$ cat config.mk
export PLATFORM = sky130hd
export DESIGN_NAME = f2iq_finish
export DESIGN_NICKNAME = d
export VERILOG_FILES = /design/src/hdl/f2iq_pkg.sv /design/src/hdl/f2iq_finish.sv
export SDC_FILE = /design/constraint.sdc
export NUM_CORES = 1
export LEC_CHECK = 0
export BUFFER_PORTS_ARGS = -buffer_cell sky130_fd_sc_hd__buf_4
export CAP_MARGIN = 20
export CORE_ASPECT_RATIO = 1.1
export CORE_MARGIN = 3
export CORE_UTILIZATION = 45
export CTS_BUF_LIST = sky130_fd_sc_hd__clkbuf_8 sky130_fd_sc_hd__clkbuf_16
export DETAILED_ROUTE_END_ITERATION = 6
export MAX_ROUTING_LAYER = met4
export PLACE_DENSITY = 0.7
export SYNTH_ARGS = -nofsm -noshare
export SYNTH_HDL_FRONTEND = slang
export SYNTH_SLANG_ARGS = --single-unit
$ cat constraint.sdc
create_clock -name aclk -period 13.4 [get_ports aclk]
set_clock_uncertainty 0.2 [all_clocks]
set_input_delay 1.34 -clock aclk [delete_from_list [all_inputs] [get_ports aclk]]
set_output_delay 1.34 -clock aclk [all_outputs]
set_load 0.05 [all_outputs]
$ cat src/hdl/f2iq_pkg.sv
`timescale 1ns / 1ps
`default_nettype none

package f2iq_pkg;

    localparam int unsigned DIV_W      = 24;
    localparam int unsigned REM_W      = DIV_W + 1;
    localparam int unsigned QUO_W      = 55;
    localparam int unsigned DIV_STEPS  = 5;
    localparam int unsigned DIV_STAGES = QUO_W / DIV_STEPS;
    localparam int unsigned EXP_W      = 10;
    localparam int unsigned ADJ_W      = 33;

    // target type register codes
    localparam logic [2:0] TT_S8  = 3'd0;
    localparam logic [2:0] TT_U8  = 3'd1;
    localparam logic [2:0] TT_S16 = 3'd2;
    localparam logic [2:0] TT_U16 = 3'd3;
    localparam logic [2:0] TT_S32 = 3'd4;

    typedef enum logic [1:0] {
        KIND_FINITE = 2'd0,
        KIND_ZERO   = 2'd1,
        KIND_INF    = 2'd2,
        KIND_NAN    = 2'd3
    } f2iq_kind_t;

    typedef struct packed {
        f2iq_kind_t               kind;
        logic                     sign;
        logic signed [EXP_W-1:0]  exp;
        logic [2:0]               ttype;
        logic signed [ADJ_W-1:0]  adj;
        logic [DIV_W-1:0]         divisor;
    } f2iq_side_t;

endpackage

`default_nettype wire

$ cat src/hdl/f2iq_finish.sv
`timescale 1ns / 1ps
`default_nettype none

module f2iq_finish
    import f2iq_pkg::*;
(
    input  wire logic               aclk,
    input  wire logic               aresetn,
    input  wire logic               en,
    input  wire logic               in_valid,
    input  wire logic [REM_W-1:0]   in_rem,
    input  wire logic [QUO_W-1:0]   in_quo,
    input  wire f2iq_side_t         in_side,
    output logic                    out_valid,
    output logic [31:0]             q_level,
    output logic                    clipped
);

    // stage 1: round quotient to float or double precision
    logic             remnz, dbl, carry;
    logic [53:0]      sumd;
    logic [24:0]      sums;
    logic [52:0]      m53;
    logic signed [EXP_W-1:0] exp_r;
    f2iq_kind_t       kind_r;

    always_comb begin
        remnz = (in_rem != '0);
        dbl   = (in_side.ttype == TT_S32);
        sumd  = {1'b0, in_quo[54:2]}
                + 54'(in_quo[1] & (in_quo[0] | remnz | in_quo[2]));
        sums  = {1'b0, in_quo[54:31]}
                + 25'(in_quo[30] & ((|in_quo[29:0]) | remnz | in_quo[31]));
        if (dbl) begin
            carry = sumd[53];
            m53   = carry ? {1'b1, 52'd0} : sumd[52:0];
        end else begin
            carry = sums[24];
            m53   = carry ? {1'b1, 52'd0} : {sums[23:0], 29'd0};
        end
        exp_r  = in_side.exp + (carry ? 10'sd1 : 10'sd0);
        kind_r = in_side.kind;
        if (in_side.kind == KIND_FINITE) begin
            if (exp_r >= 10'sd33) begin
                kind_r = KIND_INF;
            end else if (exp_r < -10'sd1) begin
                kind_r = KIND_ZERO;
            end
        end
    end

    logic                    v1_reg;
    logic [52:0]             m1_reg;
    logic signed [EXP_W-1:0] e1_reg;
    f2iq_kind_t              k1_reg;
    logic                    s1_reg;
    logic [2:0]              t1_reg;
    logic signed [ADJ_W-1:0] a1_reg;

    always_ff @(posedge aclk) begin
        if (!aresetn) begin
            v1_reg <= 1'b0;
        end else if (en) begin
            v1_reg <= in_valid;
        end
        if (en) begin
            m1_reg <= m53;
            e1_reg <= exp_r;
            k1_reg <= kind_r;
            s1_reg <= in_side.sign;
            t1_reg <= in_side.ttype;
            a1_reg <= in_side.adj;
        end
    end

    // stage 2: align to the binary point
    logic [5:0]   sh;
    logic [105:0] wide;

    always_comb begin
        sh   = 6'(10'sd52 - e1_reg);
        wide = {m1_reg, 53'd0} >> sh;
    end

    logic                    v2_reg;
    logic [32:0]             ip2_reg;
    logic                    g2_reg, st2_reg;
    f2iq_kind_t              k2_reg;
    logic                    s2_reg;
    logic [2:0]              t2_reg;
    logic signed [ADJ_W-1:0] a2_reg;

    always_ff @(posedge aclk) begin
        if (!aresetn) begin
            v2_reg <= 1'b0;
        end else if (en) begin
            v2_reg <= v1_reg;
        end
        if (en) begin
            ip2_reg <= wide[85:53];
            g2_reg  <= wide[52];
            st2_reg <= |wide[51:0];
            k2_reg  <= k1_reg;
            s2_reg  <= s1_reg;
            t2_reg  <= t1_reg;
            a2_reg  <= a1_reg;
        end
    end

    // stage 3: round half to even, apply sign
    logic [33:0]        mag;
    logic signed [34:0] sv;

    always_comb begin
        mag = {1'b0, ip2_reg} + 34'(g2_reg & (st2_reg | ip2_reg[0]));
        if (k2_reg == KIND_ZERO) begin
            mag = '0;
        end
        sv = s2_reg ? $signed(35'd0 - {1'b0, mag}) : $signed({1'b0, mag});
    end

    logic                    v3_reg;
    logic signed [34:0]      sv3_reg;
    f2iq_kind_t              k3_reg;
    logic                    s3_reg;
    logic [2:0]              t3_reg;
    logic signed [ADJ_W-1:0] a3_reg;

    always_ff @(posedge aclk) begin
        if (!aresetn) begin
            v3_reg <= 1'b0;
        end else if (en) begin
            v3_reg <= v2_reg;
        end
        if (en) begin
            sv3_reg <= sv;
            k3_reg  <= k2_reg;
            s3_reg  <= s2_reg;
            t3_reg  <= t2_reg;
            a3_reg  <= a2_reg;
        end
    end

    // stage 4: zero point and saturation
    logic signed [35:0] sum, lo, hi;
    logic               bad_type;
    logic [31:0]        q_next;
    logic               c_next;

    always_comb begin
        sum      = $signed({sv3_reg[34], sv3_reg}) + $signed({{3{a3_reg[32]}}, a3_reg});
        bad_type = 1'b0;
        unique case (t3_reg)
            TT_S8:   begin lo = -36'sd128;        hi = 36'sd127;        end
            TT_U8:   begin lo = 36'sd0;           hi = 36'sd255;        end
            TT_S16:  begin lo = -36'sd32768;      hi = 36'sd32767;      end
            TT_U16:  begin lo = 36'sd0;           hi = 36'sd65535;      end
            TT_S32:  begin lo = -36'sd2147483648; hi = 36'sd2147483647; end
            default: begin lo = 36'sd0;           hi = 36'sd0; bad_type = 1'b1; end
        endcase
        priority if (bad_type || k3_reg == KIND_NAN) begin
            q_next = '0;
            c_next = 1'b1;
        end else if (k3_reg == KIND_INF) begin
            q_next = s3_reg ? lo[31:0] : hi[31:0];
            c_next = 1'b1;
        end else if (sum > hi) begin
            q_next = hi[31:0];
            c_next = 1'b1;
        end else if (sum < lo) begin
            q_next = lo[31:0];
            c_next = 1'b1;
        end else begin
            q_next = sum[31:0];
            c_next = 1'b0;
        end
    end

    logic        v4_reg;
    logic [31:0] q4_reg;
    logic        c4_reg;
    logic [2:0]  t4_reg;
    f2iq_kind_t  k4_reg;

    always_ff @(posedge aclk) begin
        if (!aresetn) begin
            v4_reg <= 1'b0;
        end else if (en) begin
            v4_reg <= v3_reg;
        end
        if (en) begin
            q4_reg <= q_next;
            c4_reg <= c_next;
            t4_reg <= t3_reg;
            k4_reg <= k3_reg;
        end
    end

    assign out_valid = v4_reg;
    assign q_level   = q4_reg;
    assign clipped   = c4_reg;

    a_u8_range: assert property (@(posedge aclk) disable iff (!aresetn)
        (v4_reg && t4_reg == TT_U8) |-> (q4_reg[31:8] == 24'd0))
        else $error("unsigned 8 bit result out of range");

    a_s16_range: assert property (@(posedge aclk) disable iff (!aresetn)
        (v4_reg && t4_reg == TT_S16) |->
        (q4_reg[31:15] == 17'd0 || q4_reg[31:15] == 17'h1ffff))
        else $error("signed 16 bit result out of range");

    a_nan_zero: assert property (@(posedge aclk) disable iff (!aresetn)
        (v4_reg && k4_reg == KIND_NAN) |-> (q4_reg == 32'd0 && c4_reg))
        else $error("nan quotient not zero and flagged");

endmodule

`default_nettype wire

==> results_dict.tcl, run 1 <==
set metrics [dict create \
    synthXorXnorAreaFrac_pct 5.27 \
    synth.most_common_cell "edfxtp_1" \
    powerDensity_mw_per_mm2 146 \
    syn_avg_cell_area_sq_um 10.2 \
    rows 79 \
    layout-drive-gt1-share_pct 15.8 \
    yosys.area_share.simple_pct 16.7 \
    syn_area_sq_mm 0.0198 \
    fmax_mhz 150 \
    setup_viol 0 \
    die_w_microns 206 \
    overflow 0 \
    n_antenna_cell 0 \
    synth_common_cells "edfxtp_1, nand2_1, nor2_1" \
    area_growth_pct 14.3 \
    initialDrtViolationCount 889 \
    async_reset_ff_share_pct 0 \
    synth_ff_type "edfxtp_1" \
    grt_pass1_wl_mm 79.1 \
    top_usage_layer "met2" \
    dp_cells 2593 \
    coreArea_sq_mm 0.0428 \
    fin_tns_setup_ns 0 \
    antenna_found_initial 0 \
    synth_fa_ha_area_share_pct 6.61 \
    holdBufCountCts 0 \
    ys_seq_area_share_pct 42.8 \
    synth_compound_area_share_pct 14.7 \
    post_drt_wl_per_cell_microns 18.7 \
    switching_share_pct 35.6 \
    cts_tree "built" \
    combPwrFrac_pct 38.1 \
    dr_total_vias 15504 \
    drt-pass1-iter-count 5 \
    critPathArrivalTime_ns 6.74 \
    numCtsBuffers 31 \
    grt_max_degree 136 \
    ctsResizeCount 0 \
    synth_edf_count 279 \
    rsz0062_at_grt "no" \
    yosys_register_bits 283 \
    nets 2319 \
    p_int_mw 2.12 \
    place.gp.congestion 0.952 \
    period_needed_ns 6.66 \
    die_area_sq_mm 0.0465 \
    cp.required_ns 13.48 \
    leakage_nw 8.45 \
    synthMuxAreaShare_pct 11.0 \
    worst_pin_slew_ns 1.05 \
    io_buffers 166 \
    ctsRootBufferMaster "clkbuf_16" \
    ir_drop_v 0.000103 \
    hold_slack_ns 0.217 \
    routed_wl_mm 49.5 \
    critPathMaxFanout 23 \
    ioPinCount 191 \
    crit_type "register to register" \
    final_area_sq_mm 0.0226 \
    netlist-cell-type-count 84 \
    vias_per_cell 5.85 \
    pwr-share-seq_pct 35.5 \
    final_antenna_net_count 0 \
    drv_slew 0 \
    drcViolationCount 0 \
    netlist_instances 1936 \
    final_cells 2649 \
    dieHeight_microns 226 \
    gr-usage-met2_pct 39.0 \
    grt.total_usage_pct 21.6 \
    largest_reg_flops 53 \
    hp-class "register to register" \
    grtUsageMet3_pct 1.76 \
    post_cts_buffers 0 \
    dpl.hpwl_mm 38.9 \
    grt_pass1_vias 15255 \
    synth_top_area_share_pct 42.4 \
    clk_pin_slew_worst_paths_ns 0.06 \
    synth_area_leaders "edfxtp_1, ha_1, mux2i_1" \
    p_sw_mw 1.17 \
    end_kind "register" \
    drv_cap 0 \
    synth_nets 2196 \
    use_met1_pct 24.7 \
    yosys.area.top_type "edfxtp_1" \
    ys_warn_count 0 \
    clock_path_buffers 3 \
    fill_cells 3802 \
    maxSlewHeadroom_pct 29.7 \
    cts.sink_count 283 \
    ctsHtreeMaxLevel 1 \
    fin_crit_sh_pct 49.7 \
    p_clk_share_pct 26.4 \
    synth_top_family_by_area "simple AND/OR/NAND/NOR gates" \
    critPathLaunchType "register" \
    hold_viol_final 0 \
    place_area_sq_mm 0.0215 \
    clk_latency_ns 0.57 \
    start_util_pct 46.2 \
    status "complete, no violations" \
]
==> final timing paths <==
| kind | startpoint | end | slack, ns | depth (start not counted) |
|---|---|---|---|---|
| setup / recovery | a3_reg[0] | q_level[28] | 6.74 | 20 |
| hold / removal | a1_reg[8] | a2_reg[8] | 0.22 | 0 |
| setup reg to reg | a3_reg[0] | q_level[28] | 6.74 | 20 |
| hold reg to reg | a1_reg[8] | a2_reg[8] | 0.22 | 0 |
==> metrics by stage <==
step | total power [mW] | setup slack [ns] | util (%)
CTS | 3.30 | 6.70 | 52.8
global route | 3.50 | 6.17 | 52.8
global placement | 2.40 | 6.78 | 50.3
detailed placement | 2.43 | 6.76 | 50.3
floorplan | 2.07 | 8.27 | -
finish | 3.29 | 6.74 | 52.8
==> cell usage in the layout, fill, tap and decap left out, types with 20 or more instances in the layout <==
cell       instances
ha_1             101
edfxtp_1         279
xor2_1            56
o21ai_0          110
a31oi_1           20
mux2i_1          109
xnor2_1           57
mux2_2            29
and3_1            28
nand2_1          178
o22ai_1           21
clkbuf_16         31
nor4_1            33
buf_4            182
o21a_1            21
mux4_2            34
inv_1             39
nor3_1            34
nor2_1           171
a21oi_1          137
nand4_1           44
nand3_1           66
and2_1            22
==> critical path, cell delays in order, from the launching register on <==
cell and delay, ns:
edfxtp_1 0.33, ha_1 0.19, inv_1 0.06, fa_1 0.39, nand2b_1 0.18, a21oi_1 0.21, o21ai_0 0.30, a31oi_1 0.49
a21oi_1 0.26, o21a_1 0.23, o311ai_0 0.84, ha_1 0.29, nand4_1 0.12, nor4_1 0.76, nand3_1 0.16, a31oi_1 0.27
a211o_1 0.14, a22oi_1 0.11, a31oi_4 0.38, nand2b_4 0.32, o21ai_0 0.13
==> power groups by stage <==
| stage | Sequential (mW) | Clock (mW) | Combinational, mW |
|---|---|---|---|
| after CTS | 1.17 | 0.890 | 1.25 |
| final | 1.17 | 0.868 | 1.25 |
| after global placement | 1.18 | 0 | 1.22 |
| after floorplan | 1.20 | 0 | 0.875 |
| after global routing | 1.18 | 0.926 | 1.39 |
| after detailed placement | 1.19 | 0 | 1.24 |
==> cells by family after synthesis <==
| group | count (synthesis) |
|---|---|
| xor gates and xnor gates | 119 |
| adders and majority gates | 104 |
| AOI/OAI and AO/OA | 455 |
| DFF | 283 |
| and+or+nand+nor | 671 |
| muxes | 172 |
| buffers and inverters | 132 |
==> layout make-up <==
type	instances	area, sq um	share of cell area (%)
Timing Repair Buffer	183	1380	6.11
Tap cell	567	709	3.14
Inverter	39	146	0.648
Multi-Input combinational cell	1521	10800	48.0
Sequential cell	283	8460	37.4
Clock inverter	25	283	1.25
Clock buffer	31	776	3.43
==> routing by layer <==
metal	vias to the layer above	share of wire [%]
met5	-	0
met2	428	52
met1	7317	40
li1	7649	-
met3	110	3.8
met4	0	4.5
No activity file was read; power rests on OpenSTA's default activity.
==> run 2, diff against run 1 <==
==> constraint.sdc (replaced) <==
create_clock -name aclk -period 7 [get_ports aclk]
set_clock_uncertainty 0.2 [all_clocks]
set_input_delay 0.7 -clock aclk [delete_from_list [all_inputs] [get_ports aclk]]
set_output_delay 0.7 -clock aclk [all_outputs]
set_load 0.05 [all_outputs]
==> run 2 against run 1 <==
Register-to-register slack worse by 6.0 ns. Sequential power increased by 91%. Sequential share of layout area is essentially flat. Non-clock buffer count up 7. Clock power is 75% higher. Die area is the same. Utilization is essentially flat. Global-route usage decreased by 0.17 points. Critical endpoint is now q_level[22].
==> results_dict.tcl, run 2 (synthesized netlist as in run 1, its figures left out) <==
set metrics [dict create \
    critPathMaxFanout 15 \
    fmax_mhz 160 \
    r2r-start "sv3_reg[0]" \
    overflow 0 \
    drv_cap 0 \
    grt_pass1_vias 15175 \
    layout_common_cells "edfxtp_1, buf_4, nand2_1" \
    regToRegSetupSlack_ns 0.76 \
    drv_slew 0 \
    grt.total_usage_pct 21.5 \
    start_util_pct 46.2 \
    ir_drop_v 0.000207 \
    numCtsBuffers 29 \
    vias_per_cell 5.81 \
    post_drt_wl_per_cell_microns 18.5 \
    dr_total_vias 15408 \
    leakage_nw 8.45 \
    holdBufCountCts 0 \
    place_area_sq_mm 0.0216 \
    critPathArrivalTime_ns 6.30 \
    hp-class "primary input to register" \
    layout-drive-gt1-share_pct 15.8 \
    final_area_sq_mm 0.0226 \
    die_area_sq_mm 0.0465 \
    n_antenna_cell 0 \
    setup_viol 0 \
    cts.sink_count 283 \
    routed_wl_mm 49.1 \
    cp.required_ns 7.06 \
    crit_type "register to register" \
    clock_path_buffers 3 \
    io_buffers 166 \
    grt_pass1_wl_mm 78.5 \
    ctsResizeCount 0 \
    ioPinCount 191 \
    hold_depth 1 \
    initialDrtViolationCount 828 \
    cp-endpoint "q_level[22]" \
    cts_tree "built" \
    post_cts_buffers 0 \
    fin_tns_setup_ns 0 \
    hold_slack_ns 0.118 \
    area_growth_pct 14.3 \
    rr_worst_depth 21 \
    mostFrequentLayoutCell "edfxtp_1" \
    antenna_found_initial 0 \
    place.gp.congestion 0.939 \
    fin_crit_sh_pct 89.1 \
    ctsRootBufferMaster "clkbuf_16" \
    dieHeight_microns 226 \
    drcViolationCount 0 \
    grt_max_degree 192 \
    clk_pin_slew_worst_paths_ns 0.06 \
    final_antenna_net_count 0 \
    worst_pin_slew_ns 1.02 \
    period_needed_ns 6.24 \
    maxSlewHeadroom_pct 31.7 \
    startpoint "sv3_reg[0]" \
    nets 2324 \
    largest_reg_flops 53 \
    clk_latency_ns 0.56 \
    status "complete, no violations" \
    powerDensity_mw_per_mm2 273 \
    drt-pass1-iter-count 5 \
    rows 79 \
    rr_endpoint "q_level[22]" \
    hold_viol_final 0 \
    critPathLaunchType "register" \
    finish.utilization_pct 52.8 \
    dpl.hpwl_mm 38.7 \
    power_mw 6.17 \
    die_w_microns 206 \
    coreArea_sq_mm 0.0428 \
    end_kind "register" \
    ctsHtreeMaxLevel 1 \
    rsz0062_at_grt "no" \
]
run 2: changes by cell type in the layout (fill, tap and decap cells not counted), sizes merged:
| cell | before | now |
|---|---|---|
| bufinv | 5 | 4 |
| inv | 43 | 42 |
| clkbuf | 31 | 29 |
| clkinvlp | 2 | 3 |
| buf | 183 | 190 |
run 2: stage by stage:
step                      setup WS [ns]  std cells
after global routing              0.251       2653
final                             0.763       2653
after detailed placement          0.781       2599
after floorplan                    1.87       1936
after CTS                         0.729       2652
after global placement            0.951       2599
run 2: area by class of cell:
type / count / area (sq um)
inverters: 39 / 146
fillers: 3801 / 20200
multi-input cells: 1521 / 10800
clock buffers: 29 / 726
flip-flops and latches: 283 / 8460
clock inverters: 24 / 229
repair buffers: 190 / 1480
well taps: 567 / 709
run 2: worst min-delay path by stage:
stage / start / to / slack, ns
detailed placement: a1_reg[29] / a2_reg[29] / 0.20
global route: in_side[37] / a1_reg[13] / 0.09
CTS: in_side[33] / a1_reg[9] / 0.08
floorplan: a1_reg[0] / a2_reg[0] / 0.20
finish: in_side[34] / a1_reg[10] / 0.12
global placement: t1_reg[2] / t2_reg[2] / 0.20
run 2: critical path: stages, from the launching register on:
cell and delay (ns):
edfxtp_1 0.33, ha_1 0.19, inv_1 0.06, fa_1 0.39
nand2b_1 0.18, a21oi_1 0.18, o21ai_0 0.29, a31oi_1 0.23
buf_4 0.16, a21oi_1 0.15, o21a_1 0.23, o311ai_0 0.79
ha_1 0.38, nand4_1 0.12, a21oi_1 0.05, a221o_1 0.31
a21o_1 0.21, a211o_1 0.27, a22oi_1 0.29, a31oi_4 0.19
a41oi_2 0.52, o21ai_0 0.19
run 2: where the power goes:
| group | internal [mW] | leakage [nW] | total [mW] | switching [mW] |
|---|---|---|---|---|
| Clock | 0.901 | 0.474 | 1.52 | 0.622 |
| Sequential | 2.11 | 2.78 | 2.23 | 0.124 |
| Combinational | 0.962 | 5.20 | 2.42 | 1.45 |
run 2: routing by layer:
| metal | vias to the layer above | part of all wire [%] | GRT usage, % | wire length, microns |
|---|---|---|---|---|
| met3 | 109 | 3.5 | 1.89 | 1710 |
| met5 | - | 0 | - | 0 |
| met2 | 378 | 52 | 38.8 | 25400 |
| li1 | 7661 | - | - | - |
| met1 | 7260 | 40 | 24.5 | 19800 |
| met4 | 0 | 4.4 | 8.63 | 2150 |
==> run 3, diff against run 2 <==
--- a/config.mk
+++ b/config.mk
@@ -14,6 +14,7 @@
 export DETAILED_ROUTE_END_ITERATION = 6
 export MAX_ROUTING_LAYER = met4
 export PLACE_DENSITY = 0.7
+export REMOVE_ABC_BUFFERS = 1
 export SYNTH_ARGS = -nofsm -noshare
 export SYNTH_HDL_FRONTEND = slang
 export SYNTH_SLANG_ARGS = --single-unit
==> run 3 against run 2 <==
Cell area is 0.20% higher. Via count is 1.4% higher. Cell count hardly changed. Global-route usage hardly changed. Largest cell class unchanged. Critical path depth is 3 lower. Critical endpoint is now q_level[19]. Sequential power hardly changed. Routed wire length is 0.13% higher. Clock-buffer cell count is 2 higher. Largest power group unchanged.
==> results_dict.tcl, run 3 (synthesized netlist as in run 1, its figures left out) <==
set metrics [dict create \
    status "complete, no violations" \
    hold_slack_ns 0.0983 \
    antenna_found_initial 0 \
    ioPinCount 191 \
    ctsResizeCount 0 \
    multi_input_area_sq_mm 0.0108 \
    dr_total_vias 15618 \
    critPathLaunchType "register" \
    place.gp.congestion 0.979 \
    grt.total_usage_pct 21.5 \
    die_w_microns 206 \
    regArea_sq_mm 0.00846 \
    fill_cells 3761 \
    rows 79 \
    rsz0062_at_grt "no" \
    cp.required_ns 7.08 \
    powerDensity_mw_per_mm2 278 \
    post_cts_buffers 0 \
    fin_crit_sh_pct 87.8 \
    holdBufCountCts 0 \
    clk_pin_slew_worst_paths_ns 0.06 \
    mostFrequentLayoutCell "edfxtp_1" \
    drcViolationCount 0 \
    ir_drop_v 0.000126 \
    final_area_sq_mm 0.0226 \
    cts.sink_count 283 \
    clock_path_buffers 3 \
    place_ws_ns 0.877 \
    n_antenna_cell 0 \
    period_needed_ns 6.15 \
    drv_cap 0 \
    clk_latency_ns 0.58 \
    ctsRootBufferMaster "clkbuf_16" \
    initialDrtViolationCount 857 \
    largest_reg_flops 53 \
    grt_pass1_vias 15454 \
    routed_wl_mm 49.1 \
    coreArea_sq_mm 0.0428 \
    drt-pass1-iter-count 5 \
    crit_type "register to register" \
    maxSlewHeadroom_pct 35.2 \
    numCtsBuffers 30 \
    final_antenna_net_count 0 \
    start_util_pct 46.2 \
    vias_per_cell 5.88 \
    hold_viol_final 0 \
    leakage_nw 8.49 \
    hp-class "primary input to register" \
    power_mw 6.30 \
    setup_slack_ns 0.855 \
    critPathArrivalTime_ns 6.22 \
    overflow 0 \
    worst_pin_slew_ns 0.968 \
    die_area_sq_mm 0.0465 \
    ctsHtreeMaxLevel 1 \
    fmax_mhz 163 \
    io_buffers 166 \
    drv_slew 0 \
    dpl.hpwl_mm 38.5 \
    nets 2324 \
    layout-drive-gt1-share_pct 15.8 \
    critPathMaxFanout 15 \
    end_kind "register" \
    finish.utilization_pct 52.9 \
    grt_max_degree 125 \
    place_area_sq_mm 0.0216 \
    grt_pass1_wl_mm 78.8 \
    setup_viol 0 \
    area_growth_pct 14.5 \
    post_drt_wl_per_cell_microns 18.5 \
    cts_tree "built" \
    dieHeight_microns 226 \
    layout_common_cells "edfxtp_1, buf_4, nand2_1" \
]
==> run 3: area by class of cell <==
class | instances | area share [%]
clock buffers | 31 | 3.43
inverters | 39 | 0.647
well taps | 567 | 3.13
multi-input cells | 1521 | 47.9
flip-flops and latches | 283 | 37.4
repair buffers | 189 | 6.36
clock inverters | 25 | 1.17
==> run 3: critical path: stages, from the launching register on <==
cell and delay [ns]:
edfxtp_1 0.41, ha_1 0.33, a211oi_1 0.37, o211ai_1 0.19, a31oi_2 0.41, a21oi_1 0.21, a21oi_1 0.30, o21bai_1 0.11
xor2_1 0.37, ha_1 0.32, a2111oi_0 0.39, o21ai_0 0.16, a221o_1 0.37, a21o_1 0.21, a211o_1 0.27, a22oi_1 0.27
a31oi_4 0.20, a41oi_2 0.56, o21ai_0 0.19
==> run 3: metal layers <==
metal	track usage [%]	wire length, microns	vias to the layer above
met2	38.0	24900	471
met5	-	0	-
met1	24.5	19600	7324
met4	10.2	2460	0
li1	-	-	7675
met3	1.96	2180	148
==> run 3: final timing paths <==
kind | from | slack (ns) | cells after the start | endpoint
setup / recovery | sv3_reg[1] | 0.85 | 18 | q_level[19]
hold / removal | in_side[39] | 0.1 | 1 | a1_reg[15]
setup reg to reg | sv3_reg[1] | 0.85 | 18 | q_level[19]
hold reg to reg | a1_reg[6] | 0.22 | 0 | a2_reg[6]
==> run 3: per-stage QoR <==
stage | std cells | TNS (ns)
2_1_floorplan | 1843 | -0.347
3_3_place_gp | 2599 | 0
3_5_place_dp | 2599 | 0
4_1_cts | 2655 | 0
5_1_grt | 2655 | 0
6_report | 2655 | 0
==> run 3: power by group <==
group	switching (mW)	internal (mW)
registers	0.123	2.11
logic	1.46	0.963
clock network	0.655	0.987
